File: config.mk
export PLATFORM = sky130hd
export DESIGN_NAME = moving_average_threshold_hold
export DESIGN_NICKNAME = d
export VERILOG_FILES = /design/src/design/mat_pkg.sv /design/src/design/mat_ring.sv /design/src/design/mat_div.sv /design/src/design/moving_average_threshold_hold.sv
export SDC_FILE = /design/constraint.sdc
export NUM_CORES = 2
export LEC_CHECK = 0
export BUFFER_PORTS_ARGS = -buffer_cell sky130_fd_sc_hd__buf_2
export CAP_MARGIN = 20
export CORE_ASPECT_RATIO = 1.25
export CORE_MARGIN = 2
export CORE_UTILIZATION = 45
export DETAILED_ROUTE_END_ITERATION = 12
export PLACE_DENSITY = 0.66
export REMOVE_ABC_BUFFERS = 1
export SLEW_MARGIN = 20
export SYNTH_ARGS = -nofsm -noshare
export SYNTH_HDL_FRONTEND = slang
export SYNTH_SLANG_ARGS = --single-unit
export TNS_END_PERCENT = 5
File: constraint.sdc
create_clock -name clk -period 5.8 [get_ports clk]
set_input_delay 0.58 -clock clk [delete_from_list [all_inputs] [get_ports clk]]
set_output_delay 0.58 -clock clk [all_outputs]
set_load 0.1 [all_outputs]
File: src/design/mat_pkg.sv
package mat_pkg;

	localparam int WINDOW_DEFAULT      = 100;
	localparam int SAMPLE_BITS_DEFAULT = 12;

	localparam int AVG_BITS       = 12;
	localparam int THR_BITS       = 12;
	localparam int HOLD_BITS      = 16;
	localparam int ELAPSED_BITS   = 16;
	localparam int CFG_INDEX_BITS = 2;
	localparam int CFG_DATA_BITS  = 16;

	localparam logic [THR_BITS-1:0]  THRESHOLD_RESET = THR_BITS'(3000);
	localparam logic [HOLD_BITS-1:0] HOLD_RESET      = HOLD_BITS'(300);

	localparam logic [CFG_INDEX_BITS-1:0] CFG_ON_THRESHOLD = CFG_INDEX_BITS'(0);
	localparam logic [CFG_INDEX_BITS-1:0] CFG_HOLD_SAMPLES = CFG_INDEX_BITS'(1);

	typedef enum logic [1:0] {
		ST_IDLE,
		ST_RING,
		ST_DIV,
		ST_OUT
	} state_t;

endpackage

File: src/design/mat_ring.sv
module mat_ring #(
	parameter int WINDOW      = mat_pkg::WINDOW_DEFAULT,
	parameter int SAMPLE_BITS = mat_pkg::SAMPLE_BITS_DEFAULT,
	localparam int CNT_BITS   = $clog2(WINDOW + 1),
	localparam int SUM_BITS   = SAMPLE_BITS + CNT_BITS
) (
	input  logic                   clk,
	input  logic                   arst_n,
	input  logic                   start,
	input  logic [SAMPLE_BITS-1:0] sample,
	output logic                   done,
	output logic [SUM_BITS-1:0]    sum,
	output logic [CNT_BITS-1:0]    fill
);

	localparam int IDX_BITS = (WINDOW > 1) ? $clog2(WINDOW) : 1;
	localparam logic [IDX_BITS-1:0] LAST_IDX = IDX_BITS'(WINDOW - 1);
	localparam logic [CNT_BITS-1:0] FULL_CNT = CNT_BITS'(WINDOW);

	logic [SAMPLE_BITS-1:0] mem [WINDOW];
	logic [SAMPLE_BITS-1:0] old_q;
	logic [SAMPLE_BITS-1:0] sample_q;
	logic [IDX_BITS-1:0]    idx_q;
	logic [CNT_BITS-1:0]    fill_q;
	logic [SUM_BITS-1:0]    sum_q;
	logic                   phase_q;
	logic                   done_q;
	logic                   full;
	logic [SUM_BITS-1:0]    drop;

	assign full = (fill_q == FULL_CNT);
	assign drop = full ? SUM_BITS'(old_q) : '0;

	// entry being replaced is read at the transfer and written in the cycle after it
	always_ff @(posedge clk) begin
		if (start) begin
			old_q    <= mem[idx_q];
			sample_q <= sample;
		end
		if (phase_q) begin
			mem[idx_q] <= sample_q;
		end
	end

	always_ff @(posedge clk or negedge arst_n) begin
		if (!arst_n) begin
			idx_q   <= '0;
			fill_q  <= '0;
			sum_q   <= '0;
			phase_q <= 1'b0;
			done_q  <= 1'b0;
		end else begin
			phase_q <= start;
			done_q  <= phase_q;
			if (phase_q) begin
				sum_q <= sum_q - drop + SUM_BITS'(sample_q);
				if (!full) begin
					fill_q <= fill_q + CNT_BITS'(1);
				end
				idx_q <= (idx_q == LAST_IDX) ? '0 : idx_q + IDX_BITS'(1);
			end
		end
	end

	assign done = done_q;
	assign sum  = sum_q;
	assign fill = fill_q;

endmodule

File: src/design/mat_div.sv
module mat_div #(
	parameter int DIVIDEND_BITS = 19,
	parameter int DIVISOR_BITS  = 7
) (
	input  logic                     clk,
	input  logic                     arst_n,
	input  logic                     start,
	input  logic [DIVIDEND_BITS-1:0] dividend,
	input  logic [DIVISOR_BITS-1:0]  divisor,
	output logic                     done,
	output logic [DIVIDEND_BITS-1:0] quotient
);

	localparam int STEP_BITS = $clog2(DIVIDEND_BITS + 1);
	localparam logic [STEP_BITS-1:0] LAST_STEP = STEP_BITS'(DIVIDEND_BITS - 1);

	logic [DIVIDEND_BITS-1:0] quo_q;
	logic [DIVISOR_BITS-1:0]  rem_q;
	logic [DIVISOR_BITS-1:0]  divisor_q;
	logic [STEP_BITS-1:0]     step_q;
	logic                     busy_q;
	logic                     done_q;
	logic [DIVISOR_BITS:0]    trial;
	logic [DIVISOR_BITS:0]    diff;
	logic                     fits;

	// restoring division, one quotient bit per cycle; dividend shifts out as quotient shifts in
	assign trial = {rem_q, quo_q[DIVIDEND_BITS-1]};
	assign diff  = trial - {1'b0, divisor_q};
	assign fits  = (trial >= {1'b0, divisor_q});

	always_ff @(posedge clk) begin
		if (start) begin
			quo_q     <= dividend;
			rem_q     <= '0;
			divisor_q <= divisor;
		end else if (busy_q) begin
			rem_q <= fits ? diff[DIVISOR_BITS-1:0] : trial[DIVISOR_BITS-1:0];
			if (DIVIDEND_BITS > 1) begin
				quo_q <= {quo_q[DIVIDEND_BITS-2:0], fits};
			end else begin
				quo_q <= DIVIDEND_BITS'(fits);
			end
		end
	end

	always_ff @(posedge clk or negedge arst_n) begin
		if (!arst_n) begin
			step_q <= '0;
			busy_q <= 1'b0;
			done_q <= 1'b0;
		end else begin
			done_q <= 1'b0;
			if (start) begin
				busy_q <= 1'b1;
				step_q <= '0;
			end else if (busy_q) begin
				step_q <= step_q + STEP_BITS'(1);
				if (step_q == LAST_STEP) begin
					busy_q <= 1'b0;
					done_q <= 1'b1;
				end
			end
		end
	end

	assign done     = done_q;
	assign quotient = quo_q;

endmodule

File: src/design/moving_average_threshold_hold.sv
// Moving average threshold detector with hold.
// Sample channel: sample with sample_valid / sample_stall; a sample transfers on
// a rising edge with valid high and stall low. Result channel: average and
// enabled with result_valid / result_stall, driven from an output register.
// Configuration: cfg_valid / cfg_ready with cfg_index and cfg_data; index 0
// writes on_threshold, index 1 writes hold_samples, other indexes are ignored.
// cfg_ready is always high; write only while the block is idle.
// One sample is processed at a time: the ring update, then the bit-serial
// divider, which takes one quotient bit per cycle over the sum width
// (SAMPLE_BITS + clog2(WINDOW+1)); a new sample is taken in the cycle after
// the result is loaded into the output register.
// While result_stall holds a result, the next sample is still accepted and
// processed; it waits in the last step until the output register frees up.
// Reset clears the window fill count, running sum and elapsed counter and loads
// on_threshold 3000 and hold_samples 300; window entries are not cleared and
// are never read before being written. enabled is not reset; the first result sets it.
module moving_average_threshold_hold #(
	parameter int WINDOW      = mat_pkg::WINDOW_DEFAULT,
	parameter int SAMPLE_BITS = mat_pkg::SAMPLE_BITS_DEFAULT
) (
	input  logic                               clk,
	input  logic                               arst_n,
	input  logic                               sample_valid,
	output logic                               sample_stall,
	input  logic [SAMPLE_BITS-1:0]             sample,
	output logic                               result_valid,
	input  logic                               result_stall,
	output logic [mat_pkg::AVG_BITS-1:0]       average,
	output logic                               enabled,
	input  logic                               cfg_valid,
	output logic                               cfg_ready,
	input  logic [mat_pkg::CFG_INDEX_BITS-1:0] cfg_index,
	input  logic [mat_pkg::CFG_DATA_BITS-1:0]  cfg_data
);

	localparam int CNT_BITS = $clog2(WINDOW + 1);
	localparam int SUM_BITS = SAMPLE_BITS + CNT_BITS;
	localparam int EXT_BITS = SUM_BITS + mat_pkg::AVG_BITS + mat_pkg::HOLD_BITS;

	mat_pkg::state_t state_q, state_d;

	logic [mat_pkg::THR_BITS-1:0]     thr_q;
	logic [mat_pkg::HOLD_BITS-1:0]    hold_q;
	logic [mat_pkg::ELAPSED_BITS-1:0] elapsed_q;
	logic [mat_pkg::ELAPSED_BITS-1:0] elapsed_d;
	logic [mat_pkg::AVG_BITS-1:0]     average_q;
	logic                             enabled_q;
	logic                             result_valid_q;

	logic                ring_start;
	logic                ring_done;
	logic [SUM_BITS-1:0] ring_sum;
	logic [CNT_BITS-1:0] ring_fill;
	logic                div_start;
	logic                div_done;
	logic [SUM_BITS-1:0] quotient;
	logic [EXT_BITS-1:0] quo_ext;
	logic                load;
	logic                out_free;

	mat_ring #(
		.WINDOW      (WINDOW),
		.SAMPLE_BITS (SAMPLE_BITS)
	) u_ring (
		.clk    (clk),
		.arst_n (arst_n),
		.start  (ring_start),
		.sample (sample),
		.done   (ring_done),
		.sum    (ring_sum),
		.fill   (ring_fill)
	);

	mat_div #(
		.DIVIDEND_BITS (SUM_BITS),
		.DIVISOR_BITS  (CNT_BITS)
	) u_div (
		.clk      (clk),
		.arst_n   (arst_n),
		.start    (div_start),
		.dividend (ring_sum),
		.divisor  (ring_fill),
		.done     (div_done),
		.quotient (quotient)
	);

	assign out_free = !result_valid_q || !result_stall;
	assign quo_ext  = EXT_BITS'(quotient);

	always_ff @(posedge clk or negedge arst_n) begin
		if (!arst_n) begin
			state_q <= mat_pkg::ST_IDLE;
		end else begin
			state_q <= state_d;
		end
	end

	always_comb begin
		state_d      = state_q;
		sample_stall = 1'b1;
		ring_start   = 1'b0;
		div_start    = 1'b0;
		load         = 1'b0;
		unique case (state_q)
			mat_pkg::ST_IDLE: begin
				sample_stall = 1'b0;
				if (sample_valid) begin
					ring_start = 1'b1;
					state_d    = mat_pkg::ST_RING;
				end
			end
			mat_pkg::ST_RING: begin
				if (ring_done) begin
					div_start = 1'b1;
					state_d   = mat_pkg::ST_DIV;
				end
			end
			mat_pkg::ST_DIV: begin
				if (div_done) begin
					state_d = mat_pkg::ST_OUT;
				end
			end
			mat_pkg::ST_OUT: begin
				if (out_free) begin
					load    = 1'b1;
					state_d = mat_pkg::ST_IDLE;
				end
			end
			default: begin
				state_d = mat_pkg::ST_IDLE;
			end
		endcase
	end

	// the unmasked mean is compared; only the reported average is cut to 12 bits
	always_comb begin
		if (quo_ext < EXT_BITS'(thr_q)) begin
			elapsed_d = '0;
		end else if (elapsed_q != '1) begin
			elapsed_d = elapsed_q + mat_pkg::ELAPSED_BITS'(1);
		end else begin
			elapsed_d = elapsed_q;
		end
	end

	always_ff @(posedge clk) begin
		if (load) begin
			average_q <= quo_ext[mat_pkg::AVG_BITS-1:0];
			enabled_q <= (elapsed_d < hold_q);
		end
	end

	always_ff @(posedge clk or negedge arst_n) begin
		if (!arst_n) begin
			thr_q          <= mat_pkg::THRESHOLD_RESET;
			hold_q         <= mat_pkg::HOLD_RESET;
			elapsed_q      <= '0;
			result_valid_q <= 1'b0;
		end else begin
			if (cfg_valid) begin
				if (cfg_index == mat_pkg::CFG_ON_THRESHOLD) begin
					thr_q <= cfg_data[mat_pkg::THR_BITS-1:0];
				end else if (cfg_index == mat_pkg::CFG_HOLD_SAMPLES) begin
					hold_q <= cfg_data[mat_pkg::HOLD_BITS-1:0];
				end
			end
			if (load) begin
				elapsed_q      <= elapsed_d;
				result_valid_q <= 1'b1;
			end else if (!result_stall) begin
				result_valid_q <= 1'b0;
			end
		end
	end

	assign cfg_ready    = 1'b1;
	assign result_valid = result_valid_q;
	assign average      = average_q;
	assign enabled      = enabled_q;

endmodule

Word level (Yosys, flattened, before mapping)
Memories as Yosys holds them, arrays and structs flattened. A register that Yosys moved wholly into a read port is not among the register bits.
Index checks and enable logic that the tools add are counted.
- bits in writable memories: 1200
- register bits: 147
- input bits: 35
- output and inout bits: 16
- memories kept: 1
- word-level logic and storage cells: 86
- mux-type cells: 31
- add/sub/neg operators: 7
- $lt $le $gt $ge: 3
- bitwise logic cells: 2
- reduce and logical (&&, ||, !) cells: 10
- equality and inequality tests: 13
- memories (name ; depth ; bits a word ; read ports ; clocked after memory_dff ; wr ports ; RTL line ; text):
    u_ring.mem ; 100 ; 12 ; 1 ; 1 ; 1 ; mat_ring.sv:20 ; logic [SAMPLE_BITS-1:0] mem [WINDOW];
- operators by type and width (kind ; count):
    19-bit 2-to-1 mux ; 2
    16-bit 2-to-1 mux ; 2
    19-bit by 12-bit adder with 19-bit output ; 1
    19-bit by 12-bit < comparator with 1-bit output ; 1
    19-bit subtractor ; 1
    1-bit 2-to-1 mux ; 17
    16-bit by 1-bit adder with 16-bit output, second input constant ; 1
    16-bit < comparator ; 1
    16-bit inequality test, second input constant ; 1
    7-bit by 1-bit adder with 7-bit output, second input constant ; 2
    7-bit equality test, second input constant ; 2
    7-bit 2-to-1 mux ; 2
    12-bit 2-to-1 mux ; 1
    5-bit 2-to-1 mux ; 2
    8-bit by 7-bit greater-or-equal comparator with 1-bit output ; 1
    2-bit 2-to-1 mux ; 4
    2-bit one-hot mux with 4 select lines ; 1
    7-bit subtractor ; 1
    2-bit by 1-bit inequality test with 1-bit output, second input constant ; 3
    5-bit by 1-bit adder with 5-bit output, second input constant ; 1
    5-bit equality test, second input constant ; 1
    2-bit by 1-bit equality test with 1-bit output, second input constant ; 2
    2-bit equality test, second input constant ; 2
    2-bit zero test ; 2
    other kinds (8) ; 12

Longest topological paths before layout
- depth after elaboration: 5
- mapped depth: 17

Cells and area by module
A second synthesis with hierarchy kept.
- cell total of the unflattened synthesis: 3352
- area total of the unflattened synthesis: 56195.1 sq um
- by module, submodules not included (module ; sequential area each (sq um) ; area each (sq um) ; instances ; cells each):
    mat_ring ; 37631.1 ; 50432.1 ; 1 ; 2812
    moving_average_threshold_hold ; 1580.3 ; 3606.0 ; 1 ; 360
    mat_div ; 1096.1 ; 2157.1 ; 1 ; 180

Worst setup path before layout
OpenSTA, ideal clock, no wires.
- path type: register to register
- start point: reg u_ring.sample_q[2]
- end point: reg u_ring.sum_q[16] (netlist: u_ring.sum[16])
- data required time: 5.731 ns
- buffers on the path: 0
- slack: 1.731 ns
- arrival: 4.000 ns
- setup time: 0.069 ns
- clock period less this slack: 4.069 ns
- stages on the path, launching flop included: 11
- cell sequence: edfxtp_1 inv_1 fa_1 inv_1 ha_1 nor2b_1 o31a_1 a21o_1 o31a_1 or4_1 nand3_1
- longest elaborated chain between the ends: 1
- RTL lines (element ; RTL line ; text):
    start, declared ; mat_ring.sv:22 ; logic [SAMPLE_BITS-1:0] sample_q;
    start signal, assigned ; mat_ring.sv:38 ; sample_q <= sample;
    19-bit by 12-bit adder with 19-bit output ; mat_ring.sv:56 ; sum_q <= sum_q - drop + SUM_BITS'(sample_q);
    end signal, assigned ; mat_ring.sv:56 ;
    end, declared ; mat_ring.sv:25 ; logic [SUM_BITS-1:0] sum_q;
Every way passes these cells.
A chain may end at the register's enable or synchronous reset.

==> flow_summary.toml <==
[yosys]
yosysTopAreaCell = "edfxtp_1"
yosys-top-cells-area = "edfxtp_1 68%, mux4_2 5.0%, dfrtp_1 3.5%"
synth_area_per_cell_um2 = 16.5
synth_edf_count = 1263
netlist_area_mm2 = 0.0558
netlist-cell-type-count = 85
syn_inst = 3371
yosys_warnings = 0
ys_seq_area_share_pct = 72.3
synth_top_area_share_pct = 68.0
async_reset_ff_share_pct = 6.55
synth-main-ff-cell = "edfxtp_1"
ys_ff_latch = 1359

[floorplanning]
core_area_mm2 = 0.123
io_pins = 51
rows = 144
start_util_pct = 45.3
die_h_um = 398
die_area_mm2 = 0.127
die_w_um = 319

[flow_run]
max_cap_viol_count = 0

[critical_path]
worstSetupPathType = "register to register"
crit_chain = "buf_12, mux2_2, a221oi_1, o22ai_1, nor2b_1, o21ai_0, o221ai_1"
critPathMaxFanout = 105
critPathMaxStageDelay_ns = 0.90
cp-start-kind = "register"
crit_arrival_ns = 4.69
endpoint_kind = "register"
crit_slowest_cell = "o21ai_0"
r2r_setup_slack_ns = 1.60
worstPathRequired_ns = 6.30
reg2reg_to = "u_ring.old_q[11]$_DFFE_PP_"
reg2regPathDepth = 7
r2r-start = "u_ring.idx_q[0]$_DFFE_PN0P_"
crit_start = "u_ring.idx_q[0]$_DFFE_PN0P_"

[hold_path]
holdPathStages = 2
min_path_type = "primary input to register"
min_to = "hold_q[12]$_DFFE_PN0P_"
hold_start = "cfg_data[12]"

[sta]
rsz0062_at_grt = "false"
fmax_ghz = 0.238
skew_ns = 0.0506
worst_hold_slack_ns = 0.0363
period_needed_ns = 4.20
min_period_over_period_pct = 72.4
hold_viol_final = 0
tightest_slew_ns = 1.29
relSlewSlack_pct = 14.1
drv_slew = 0
setup_viol = 0

[placed_design]
io_buffers = 49
post-dp-hpwl_um = 97900
dp_cells = 5001
place_congestion = 0.959

[global_routing]
overflow = 0
grt.met1_usage_pct = 31.4
grt_start_max_net_pins = 106
grt_usage_pct = 25.4
met3_usage_pct = 6.07
grt_pass1_vias = 32698
use_met2_pct = 40.7
top_usage_layer = "met2"
grt_pass1_wl_um = 233000
antenna_found_initial = 4

[routing]
ant_nets = 0
drtPass1Iterations = 9
routedWlPerCell_um = 30.8
route.detailed.drc = 0
vias = 33153
routed_wl_um = 162000
drtIter0Drc = 4415
viasPerCell = 6.31

[layout]
regArea_mm2 = 0.0403
multi_input_area_mm2 = 0.0141
fill_cells = 9842
fin_cells = 5252
fin_nets = 3651
syn_to_final_growth_pct = 12.9
layout-drive-gt1-share_pct = 19.5
mostFrequentLayoutCells = "1,263 x edfxtp_1, 195 x nor2_1, 180 x nand2_1, 168 x buf_4, 131 x clkbuf_16"
final_common_cell = "edfxtp_1"

[power]
ir_drop_uv = 300
p_leak_uw = 0.0206
power.density_mw_per_mm2 = 308

[run_status]
run_status = "completed"

[clocking]
cts.sinks = 1359
clkTransAtPathRegs_ns = 0.07
cts_tree = "built"
clockRootBuffer = "clkbuf_16"
post_cts_buffers = 0
clockBufferDepth = 3
cts_buffers = 130
htreeDepth = 4
clk-insertion-delay-late_ns = 0.78
routing by layer:
metal	up-vias	part of all wire [%]
met1	16886	36
met5	-	0.017
met4	4	6.8
met2	2001	47
met3	495	10
li1	13767	-
per-stage QoR:
| stage | util [%] | area (um2) | TNS (ns) | setup WS (ns) | total power [uW] |
|---|---|---|---|---|---|
| 2_1_floorplan | - | 54700 | -5546.90 | -6.11 | 10900 |
| 3_3_place_gp | 47.5 | 58500 | 0 | 1.97 | 11000 |
| 3_5_place_dp | 47.5 | 58500 | 0 | 1.93 | 11000 |
| 4_1_cts | 51.1 | 62900 | 0 | 1.87 | 19500 |
| 5_1_grt | 51.2 | 62900 | 0 | 1.58 | 19800 |
| 6_report | 51.2 | 62900 | 0 | 1.60 | 19400 |
power by group:
part / switching (uW) / internal, uW / total, uW
registers: 16.0 / 10600 / 10600
clock network: 3800 / 4830 / 8630
logic: 86.1 / 68.4 / 155
total: 3900 / 15500 / 19400
logic make-up after synthesis:
group                      count (synthesis)  synth area share, %
and+or+nand+nor                          604                 5.03
other                                      1              0.00672
DFF                                     1359                 72.3
buffers and inverters                    314                 2.60
adders and majority gates                 76                 1.88
AOI/OAI and AO/OA                        649                 8.48
muxes                                    341                 9.31
xor gates and xnor gates                  27                0.424
critical path: cells and delay by family, from the launching register on:
kind / cells / cell delay (ns)
flip-flops: 1 / 0.89
multiplexers: 1 / 0.42
AO/OA/AOI/OAI: 4 / 1.60
AND/OR/NAND/NOR: 1 / 0.21
buffers and inverters: 1 / 0.59
timing repair:
item / in CTS / in global routing
hold endpoints to repair: 56 / 0
setup endpoints to repair: 0 / 0
hold buffers: 13 / 0
resized for setup: 0 / 0
cell usage after synthesis, types with 78 or more instances:
cell type / count
a21oi_1: 81
a221oi_1: 121
clkbuf_1: 84
dfrtp_1: 78
edfxtp_1: 1263
inv_1: 107
mux2_2: 126
mux2i_1: 86
mux4_2: 123
nand2_1: 180
nor2_1: 197
o21ai_0: 105
how the worst max path moves through the flow:
stage / endpoint / cells past startpoint
global placement: u_ring.old_q[8]$_DFFE_PP_ / 7
CTS: u_ring.old_q[8]$_DFFE_PP_ / 7
finish: u_ring.old_q[11]$_DFFE_PP_ / 7
global route: u_ring.sum[15]$_DFFE_PN0P_ / 15
floorplan: u_ring.old_q[7]$_DFFE_PP_ / 6
detailed placement: u_ring.old_q[8]$_DFFE_PP_ / 7
registers in the layout, indices dropped and copies added (netlist names), 2 cells and up:
signal / count
u_div.step_q: 5
u_ring.sample_q: 12
elapsed_q: 16
hold_q: 16
u_ring.mem: 1200
u_ring.old_q: 12
u_ring.sum: 19
u_ring.idx_q: 7
u_ring.fill: 7
u_div.divisor_q: 7
state_q: 2
u_div.rem_q: 7
thr_q: 12
u_div.quotient: 19
average: 12
final cells by class:
cell class / instances / area share, %
Antenna cell: 1 / 0.00398
Clock buffer: 154 / 5.34
Clock inverter: 83 / 1.48
Inverter: 111 / 0.664
Multi-Input combinational cell: 1698 / 22.4
Sequential cell: 1359 / 64.1
Tap cell: 1606 / 3.19
Timing Repair Buffer: 240 / 2.83
(Power assumes the default switching activity.)
